<file path="src/hw/rtl/iptx_pkg.sv">
`default_nettype none

package iptx_pkg;

	localparam int unsigned GROUP_SLOTS = 8;
	localparam int unsigned MAX_DIGITS  = 4;
	localparam int unsigned QUEUE_DEPTH = 2;

	localparam logic [7:0] COLON_CHAR = 8'h3A;

	typedef struct packed {
		logic [7:0] char_in;
		logic       last_char;
	} in_item_t;

	typedef struct packed {
		logic [63:0] addr_high;
		logic [63:0] addr_low;
		logic        malformed;
	} out_item_t;

	// One parsed address, handed from the parser to the expander.
	typedef struct packed {
		logic [GROUP_SLOTS-1:0][15:0] groups;
		logic [3:0]                   count;
		logic [3:0]                   gap_pos;
		logic                         gap;
		logic                         err;
	} job_t;

endpackage

`default_nettype wire

</file>
<file path="src/hw/rtl/iptx_parser.sv">
`default_nettype none

module iptx_parser (
	input  wire logic              clk,
	input  wire logic              arst_n,
	input  wire logic              in_valid,
	output logic                   in_ready,
	input  wire iptx_pkg::in_item_t in_item,
	input  wire logic              q_full,
	output logic                   job_push,
	output iptx_pkg::job_t         job
);
	import iptx_pkg::*;

	logic [15:0] store_q [GROUP_SLOTS];
	logic [3:0]  gd_q;
	logic [3:0]  gp_q;
	logic        gap_q;
	logic [15:0] acc_q;
	logic [2:0]  dc_q;
	logic        prev_q;
	logic        err_q;

	logic        is_hex;
	logic [3:0]  hv;
	logic        at_start;
	logic        accept;

	logic [3:0]  gd1, gdf, gp1;
	logic        gap1, prev1, err1, errf;
	logic [15:0] acc1, wval;
	logic [2:0]  dc1;
	logic        wr;
	logic [2:0]  wr_idx;

	always_comb begin
		is_hex = 1'b1;
		hv     = 4'd0;
		if (in_item.char_in >= 8'h30 && in_item.char_in <= 8'h39) begin
			hv = 4'(in_item.char_in - 8'h30);
		end else if (in_item.char_in >= 8'h61 && in_item.char_in <= 8'h66) begin
			hv = 4'(in_item.char_in - 8'h57);
		end else if (in_item.char_in >= 8'h41 && in_item.char_in <= 8'h46) begin
			hv = 4'(in_item.char_in - 8'h37);
		end else begin
			is_hex = 1'b0;
		end
	end

	assign in_ready = !q_full;
	assign accept   = in_valid && in_ready;
	assign at_start = (gd_q == 4'd0) && !gap_q && (dc_q == 3'd0);
	assign wr_idx   = gd_q[2:0];

	always_comb begin
		acc1  = acc_q;
		dc1   = dc_q;
		gd1   = gd_q;
		gp1   = gp_q;
		gap1  = gap_q;
		prev1 = prev_q;
		err1  = err_q;
		wr    = 1'b0;
		wval  = acc_q;

		priority if (is_hex) begin
			if (prev_q && at_start) err1 = 1'b1;
			if (dc_q >= 3'(MAX_DIGITS)) begin
				err1 = 1'b1;
			end else begin
				acc1 = {acc_q[11:0], hv};
				dc1  = dc_q + 3'd1;
			end
			prev1 = 1'b0;
		end else if (in_item.char_in == COLON_CHAR) begin
			if (prev_q) begin
				if (gap_q) begin
					err1 = 1'b1;
				end else begin
					gap1 = 1'b1;
					gp1  = gd_q;
				end
			end else if (dc_q != 3'd0) begin
				if (gd_q >= 4'(GROUP_SLOTS)) begin
					err1 = 1'b1;
				end else begin
					wr  = 1'b1;
					gd1 = gd_q + 4'd1;
				end
				acc1 = 16'd0;
				dc1  = 3'd0;
			end
			prev1 = 1'b1;
		end else begin
			err1 = 1'b1;
		end

		// End of text: close the open group and check the group count.
		errf = err1;
		gdf  = gd1;
		if (dc1 != 3'd0) begin
			if (gd1 >= 4'(GROUP_SLOTS)) begin
				errf = 1'b1;
			end else if (in_item.last_char) begin
				wr   = 1'b1;
				wval = acc1;
				gdf  = gd1 + 4'd1;
			end
		end else if (prev1 && !(gap1 && gp1 == gd1)) begin
			errf = 1'b1;
		end
		if (gap1) begin
			if (gdf >= 4'(GROUP_SLOTS)) errf = 1'b1;
		end else begin
			if (gdf != 4'(GROUP_SLOTS)) errf = 1'b1;
		end
	end

	always_comb begin
		for (int i = 0; i < GROUP_SLOTS; i++) begin
			job.groups[i] = (wr && wr_idx == 3'(i)) ? wval : store_q[i];
		end
		job.count   = gdf;
		job.gap_pos = gp1;
		job.gap     = gap1;
		job.err     = errf;
	end

	assign job_push = accept && in_item.last_char;

	always_ff @(posedge clk) begin
		if (accept && wr) store_q[wr_idx] <= wval;
	end

	always_ff @(posedge clk or negedge arst_n) begin
		if (!arst_n) begin
			gd_q   <= '0;
			gp_q   <= '0;
			gap_q  <= 1'b0;
			acc_q  <= '0;
			dc_q   <= '0;
			prev_q <= 1'b0;
			err_q  <= 1'b0;
		end else if (accept) begin
			if (in_item.last_char) begin
				gd_q   <= '0;
				gp_q   <= '0;
				gap_q  <= 1'b0;
				acc_q  <= '0;
				dc_q   <= '0;
				prev_q <= 1'b0;
				err_q  <= 1'b0;
			end else begin
				gd_q   <= gd1;
				gp_q   <= gp1;
				gap_q  <= gap1;
				acc_q  <= acc1;
				dc_q   <= dc1;
				prev_q <= prev1;
				err_q  <= err1;
			end
		end
	end

	a_digits_bounded: assert property (@(posedge clk) disable iff (!arst_n)
		dc_q <= 3'(MAX_DIGITS))
		else $error("digit count past group width");

	a_groups_bounded: assert property (@(posedge clk) disable iff (!arst_n)
		gd_q <= 4'(GROUP_SLOTS))
		else $error("group count past slot count");

	a_clear_after_last: assert property (@(posedge clk) disable iff (!arst_n)
		job_push |=> (gd_q == 4'd0 && dc_q == 3'd0 && !gap_q && !err_q))
		else $error("parser state not cleared after address end");

endmodule

`default_nettype wire

</file>
<file path="src/hw/rtl/iptx_queue.sv">
`default_nettype none

module iptx_queue (
	input  wire logic          clk,
	input  wire logic          arst_n,
	input  wire logic          push,
	input  wire iptx_pkg::job_t push_job,
	output logic               full,
	input  wire logic          pop,
	output logic               head_valid,
	output iptx_pkg::job_t     head_job
);
	import iptx_pkg::*;

	job_t       ent_q [QUEUE_DEPTH];
	logic [1:0] cnt_q;
	logic       widx;

	assign full       = (cnt_q == 2'(QUEUE_DEPTH));
	assign head_valid = (cnt_q != 2'd0);
	assign head_job   = ent_q[0];
	assign widx       = pop ? 1'b0 : cnt_q[0];

	// Shift on pop, then place the incoming job behind what remains.
	always_ff @(posedge clk) begin
		if (push && !widx) begin
			ent_q[0] <= push_job;
		end else if (pop) begin
			ent_q[0] <= ent_q[1];
		end
		if (push && widx) ent_q[1] <= push_job;
	end

	always_ff @(posedge clk or negedge arst_n) begin
		if (!arst_n) begin
			cnt_q <= '0;
		end else begin
			cnt_q <= cnt_q + 2'(push) - 2'(pop);
		end
	end

	a_count_bounded: assert property (@(posedge clk) disable iff (!arst_n)
		cnt_q <= 2'(QUEUE_DEPTH))
		else $error("queue count overflow");

	a_pop_only_drains: assert property (@(posedge clk) disable iff (!arst_n)
		(pop && !push) |=> (cnt_q == $past(cnt_q) - 2'd1))
		else $error("queue count did not drop on pop");

endmodule

`default_nettype wire

</file>
<file path="src/hw/rtl/iptx_expander.sv">
`default_nettype none

module iptx_expander (
	input  wire logic           clk,
	input  wire logic           arst_n,
	input  wire logic           head_valid,
	input  wire iptx_pkg::job_t head_job,
	output logic                pop,
	output logic                out_valid,
	input  wire logic           out_ready,
	output iptx_pkg::out_item_t out_item
);
	import iptx_pkg::*;

	logic [GROUP_SLOTS-1:0][15:0] slots;
	logic [3:0]                   shift;
	logic [3:0]                   src;
	logic                         out_valid_q;
	out_item_t                    out_item_q;

	assign shift = 4'(GROUP_SLOTS) - head_job.count;

	// Groups before the gap keep their slot; those after it move to the tail.
	always_comb begin
		for (int j = 0; j < GROUP_SLOTS; j++) begin
			slots[j] = 16'd0;
			src      = 4'(j);
			if (head_job.gap && 4'(j) >= head_job.gap_pos) begin
				src = 4'(j) - shift;
				if (5'(j) >= 5'(head_job.gap_pos) + 5'(shift)) slots[j] = head_job.groups[src[2:0]];
			end else if (4'(j) < head_job.count) begin
				slots[j] = head_job.groups[src[2:0]];
			end
			if (head_job.err) slots[j] = 16'd0;
		end
	end

	assign pop = head_valid && (!out_valid_q || out_ready);

	always_ff @(posedge clk) begin
		if (pop) begin
			out_item_q.addr_high <= {slots[0], slots[1], slots[2], slots[3]};
			out_item_q.addr_low  <= {slots[4], slots[5], slots[6], slots[7]};
			out_item_q.malformed <= head_job.err;
		end
	end

	always_ff @(posedge clk or negedge arst_n) begin
		if (!arst_n) begin
			out_valid_q <= 1'b0;
		end else if (pop) begin
			out_valid_q <= 1'b1;
		end else if (out_ready) begin
			out_valid_q <= 1'b0;
		end
	end

	assign out_valid = out_valid_q;
	assign out_item  = out_item_q;

endmodule

`default_nettype wire

</file>
<file path="src/hw/rtl/ipv6_text_address_expander_unit.sv">
// An address is written into the job queue when its last character is taken; the expander then registers the beat.
// One character per cycle while the job queue is not full; the parser updates its registers on each character.
// A two-entry job queue lets the parser keep taking characters while a result waits.
// The expander places groups around the gap and loads the output register when it pops a job.
// Reset (arst_n low, asynchronous) clears parser state, queue count and output valid.
`default_nettype none

module ipv6_text_address_expander_unit (
	input  wire logic               clk,
	input  wire logic               arst_n,
	input  wire logic               in_valid,
	output logic                    in_ready,
	input  wire iptx_pkg::in_item_t  in_item,
	output logic                    out_valid,
	input  wire logic               out_ready,
	output iptx_pkg::out_item_t     out_item
);
	import iptx_pkg::*;

	// Parser to queue: one job per completed address text.
	logic job_push;
	job_t job;
	logic q_full;

	// Queue to expander.
	logic head_valid;
	job_t head_job;
	logic pop;

	// Parse characters, track groups and the double colon, flag malformed text.
	iptx_parser u_parser (
		.clk      (clk),
		.arst_n   (arst_n),
		.in_valid (in_valid),
		.in_ready (in_ready),
		.in_item  (in_item),
		.q_full   (q_full),
		.job_push (job_push),
		.job      (job)
	);

	// Hold finished addresses so a stalled output does not stall the parser at once.
	iptx_queue u_queue (
		.clk        (clk),
		.arst_n     (arst_n),
		.push       (job_push),
		.push_job   (job),
		.full       (q_full),
		.pop        (pop),
		.head_valid (head_valid),
		.head_job   (head_job)
	);

	// Expand the gap with zero groups and register the 128-bit result beat.
	iptx_expander u_expander (
		.clk        (clk),
		.arst_n     (arst_n),
		.head_valid (head_valid),
		.head_job   (head_job),
		.pop        (pop),
		.out_valid  (out_valid),
		.out_ready  (out_ready),
		.out_item   (out_item)
	);

endmodule

`default_nettype wire
</file>
<file path="config.mk">
export PLATFORM = sky130hd
export DESIGN_NAME = ipv6_text_address_expander_unit
export DESIGN_NICKNAME = d
export VERILOG_FILES = /design/src/hw/rtl/iptx_pkg.sv /design/src/hw/rtl/iptx_parser.sv /design/src/hw/rtl/iptx_queue.sv /design/src/hw/rtl/iptx_expander.sv /design/src/hw/rtl/ipv6_text_address_expander_unit.sv
export SDC_FILE = /design/constraint.sdc
export NUM_CORES = 1
export LEC_CHECK = 0
export BUFFER_PORTS_ARGS = -buffer_cell sky130_fd_sc_hd__buf_2
export CORE_UTILIZATION = 67
export CTS_CLUSTER_SIZE = 28
export DETAILED_ROUTE_END_ITERATION = 8
export PLACE_DENSITY = 0.86
export SETUP_SLACK_MARGIN = 0.5
export SYNTH_ARGS = -nofsm -noshare
export SYNTH_HDL_FRONTEND = slang
export SYNTH_HIERARCHICAL = 1
export SYNTH_SLANG_ARGS = --single-unit
</file>
<file path="constraint.sdc">
create_clock -name clk -period 23.4 [get_ports clk]
set_input_delay 2.34 -clock clk [delete_from_list [all_inputs] [get_ports clk]]
set_output_delay 2.34 -clock clk [all_outputs]
set_load 0.05 [all_outputs]
</file>
==> flow_metrics.env <==
export IMPL_startpoint="u_queue/ent_q[0][6]"
export IMPL_fp_dieW_um=218
export IMPL_async_flop_share=0.0583
export IMPL_max_stage_delay_ns=1.14
export IMPL_max_slew_worst_pin_slew_ns=1.45
export IMPL_drive_gt1_frac=0.398
export IMPL_cp_slowest_cell="ha_4"
export IMPL_peakVddDrop_mv=0.152
export IMPL_comb_power_share=0.511
export IMPL_synth_edf_count=533
export IMPL_ff2ff_path_depth=8
export IMPL_hp_start="u_parser/gp_q[1]"
export IMPL_insertion_delay_ns=0.63
export IMPL_required_ns=23.73
export IMPL_layout_commonest_cell="edfxtp_1"
export IMPL_first_iter_violations=2660
export IMPL_finalNetCount=1985
export IMPL_synth_cells=1959
export IMPL_diodes=0
export IMPL_cts_tree="built"
export IMPL_io_pins=144
export IMPL_syn_to_final_growth_pct=6.40
export IMPL_wl_per_cell_um=31.5
export IMPL_grt_usage=0.347
export IMPL_crit_top_cell="buf_4"
export IMPL_grt_start_max_net_pins=95
export IMPL_io_buffers=143
export IMPL_crit_chain="buf_4 > clkinv_2 > ha_4 > buf_4 > buf_4 > mux4_2 > mux2i_1 > o21ai_0"
export IMPL_max_freq_mhz=166
export IMPL_gp_congestion=0.905
export IMPL_reg2reg_from="u_queue/ent_q[0][6]"
export IMPL_hpwl_um=48600
export IMPL_via_per_inst=7.36
export IMPL_totalNegativeSetupSlack_ns=0
export IMPL_grt_ovfl_total=0
export IMPL_clk_path_buf_depth=3
export IMPL_synth_area_um2=31400
export IMPL_core_um2=45800
export IMPL_hold_viol=0
export IMPL_critPathMaxFanout=71
export IMPL_setup_viol=0
export IMPL_max_cap_viol_count=0
export IMPL_skew_ns=0.0237
export IMPL_antenna_found_initial=0
export IMPL_slew_headroom=0.0280
export IMPL_cp_start_kind="register"
export IMPL_cts_made_buffers=56
export IMPL_final_min_clock_period_ns=6.01
export IMPL_synthFlopType="edfxtp_1"
export IMPL_cellPowerDensity_nw_per_um2=165
export IMPL_swShare=0.417
export IMPL_cts_sinks=566
export IMPL_route_detailed_drc=0
export IMPL_dieArea_um2=47700
export IMPL_avgSynthCellArea_um2=16.0
export IMPL_first_global_vias=19000
export IMPL_rrSetupSlack_ns=17.39
export IMPL_initial_core_util=0.686
export IMPL_ant_nets=0
export IMPL_yosys_register_bits=566
export IMPL_hold_depth=1
export IMPL_vias=19100
export IMPL_final_max_slew_violation_count=0
export IMPL_r2r_end="u_expander/out_item[58]"
export IMPL_whs_endpoint="u_parser/gp_q[1]"
export IMPL_seqPwrFrac=0.323
export IMPL_yosysSeqAreaShare=0.536
export IMPL_path_class="register to register"
export IMPL_cts_root_buf="clkbuf_16"
export IMPL_fin_crit_sh=0.257
export IMPL_dr_pass1_iters=6
export IMPL_routed_wl_um=81600
export IMPL_syn_nets=1997
export IMPL_intPower_uw=3210
export IMPL_final_cell_mix="edfxtp_1 (533), mux4_2 (192), mux2_4 (170), buf_2 (143), mux2i_1 (132)"
export IMPL_yosysWarnings=6
export IMPL_synth_distinct_cells=76
export IMPL_power_leakage_uw=0.0122
export IMPL_grt_pass1_wl_um=121000
export IMPL_cts_resized=0
export IMPL_p_sw_uw=2290
export IMPL_rsz0062_at_grt="false"
export IMPL_clkPwrFrac=0.166
export IMPL_htreeDepth=2
export IMPL_status="finished clean"
export IMPL_ctsHoldBuffers=0
export IMPL_postCtsSetupRepairBufs=0
export IMPL_holdCritPathClass="register to register"
export IMPL_end_kind="register"
export IMPL_post_route_util=0.729
export IMPL_die_y_um=218
export IMPL_cp_data_arrival_time_ns=6.34
export IMPL_clk_pin_slew_ns=0.06
export IMPL_fp_row_count=78
-- worst max-delay path, delay by kind of cell, from the launching register on --
| kind | cells | cell delay, ns |
|---|---|---|
| adders and majority gates | 1 | 1.14 |
| DFF | 1 | 0.32 |
| AOI/OAI and AO/OA | 1 | 0.20 |
| buffers and inverters | 4 | 2.97 |
| muxes | 2 | 0.92 |
-- synthesized netlist by cell type, types with 4 or more instances --
cell type / instances / area share
ha_1: 24 / 0.0096
mux2_2: 112 / 0.040
buf_2: 41 / 0.0065
edfxtp_1: 533 / 0.51
a211oi_1: 7 / 0.0017
o2bb2ai_1: 32 / 0.0089
o21ai_0: 85 / 0.014
mux2_4: 170 / 0.081
clkbuf_1: 29 / 0.0035
a22oi_1: 12 / 0.0029
nor3_1: 7 / 0.0011
mux4_2: 192 / 0.14
and3_1: 8 / 0.0016
inv_1: 34 / 0.0041
a21oi_1: 11 / 0.0018
buf_6: 29 / 0.010
nand2b_1: 6 / 0.0012
a22o_1: 7 / 0.0020
nor2_1: 28 / 0.0033
dfrtp_1: 33 / 0.026
nand3_1: 9 / 0.0014
nor2b_1: 6 / 0.0012
and2_1: 4 / 0.00080
xor2_1: 5 / 0.0014
nand2_1: 130 / 0.016
o21ai_1: 32 / 0.0051
buf_4: 145 / 0.035
mux2i_1: 132 / 0.042
o31ai_1: 4 / 0.00096
buf_1: 10 / 0.0012
xnor2_1: 8 / 0.0022
-- routing by layer --
metal / track usage / share of wire
met4: 0.180 / 0.056
met3: 0.0974 / 0.13
met5: 0.0115 / 0.00085
met2: 0.520 / 0.45
met1: 0.466 / 0.36
-- power by group through the flow --
stage	combinational, uW	clock (uW)	sequential, uW
6_report	2810	910	1780
5_1_grt	2920	950	1790
4_1_cts	2770	914	1760
3_5_place_dp	2710	0	1760
3_3_place_gp	2620	0	1740
2_1_floorplan	2120	0	1900
-- worst max-delay path by stage --
stage / slack [ns] / to / depth (start not counted)
after floorplan: 13.71 / u_queue/ent_q[0][0] / 6
after global placement: 17.34 / u_queue/ent_q[0][124] / 9
after detailed placement: 17.16 / u_queue/ent_q[0][133] / 9
after CTS: 17.45 / u_expander/out_item[58] / 8
after global routing: 17.03 / u_expander/out_item[58] / 8
final: 17.39 / u_expander/out_item[58] / 8
-- final cells by class --
type	instances	area [um2]
well taps	600	751
inverters	35	135
clock inverters	42	387
multi-input cells	1102	12800
clock buffers	61	1440
repair buffers	186	1040
flip-flops and latches	566	16800
fillers	2544	12400
-- through the flow --
step           hold WS, ns  worst slack, ns  instances  total power (uW)  cell area, um2
2_1_floorplan        0.468            13.71       1959              4020           31400
3_3_place_gp         0.485            17.34       2489              4360           31600
3_5_place_dp         0.491            17.16       2489              4470           31600
4_1_cts              0.510            17.45       2592              5430           33400
5_1_grt              0.525            17.03       2592              5660           33400
6_report             0.512            17.39       2592              5500           33400
-- sequential cells by signal (all words and copies together), names as in the netlist --
| register | cells |
|---|---|
| u_queue/ent_q | 276 |
| u_parser/prev_q | 1 |
| u_queue/cnt_q | 2 |
| u_expander/out_item | 129 |
| u_parser/dc_q | 3 |
| u_parser/gd_q | 4 |
| u_parser/gap_q | 1 |
| u_parser/err_q | 1 |
| u_expander/out_valid | 1 |
| u_parser/gp_q | 4 |
| u_parser/acc_q | 16 |
| u_parser/store_q | 128 |
-- logic make-up (layout without fill, tap and decap cells) --
logic type / count (synthesis) / in the layout / synth area share
buffers and inverters: 291 / 324 / 0.0609
AO/OA/AOI/OAI: 228 / 228 / 0.0501
adder cells (fa/ha/maj): 25 / 25 / 0.0102
multiplexers: 608 / 608 / 0.302
XOR/XNOR: 15 / 15 / 0.00538
flip-flops: 566 / 566 / 0.536
AND/OR/NAND/NOR: 226 / 226 / 0.0349
No activity file was read; power rests on OpenSTA's default activity.
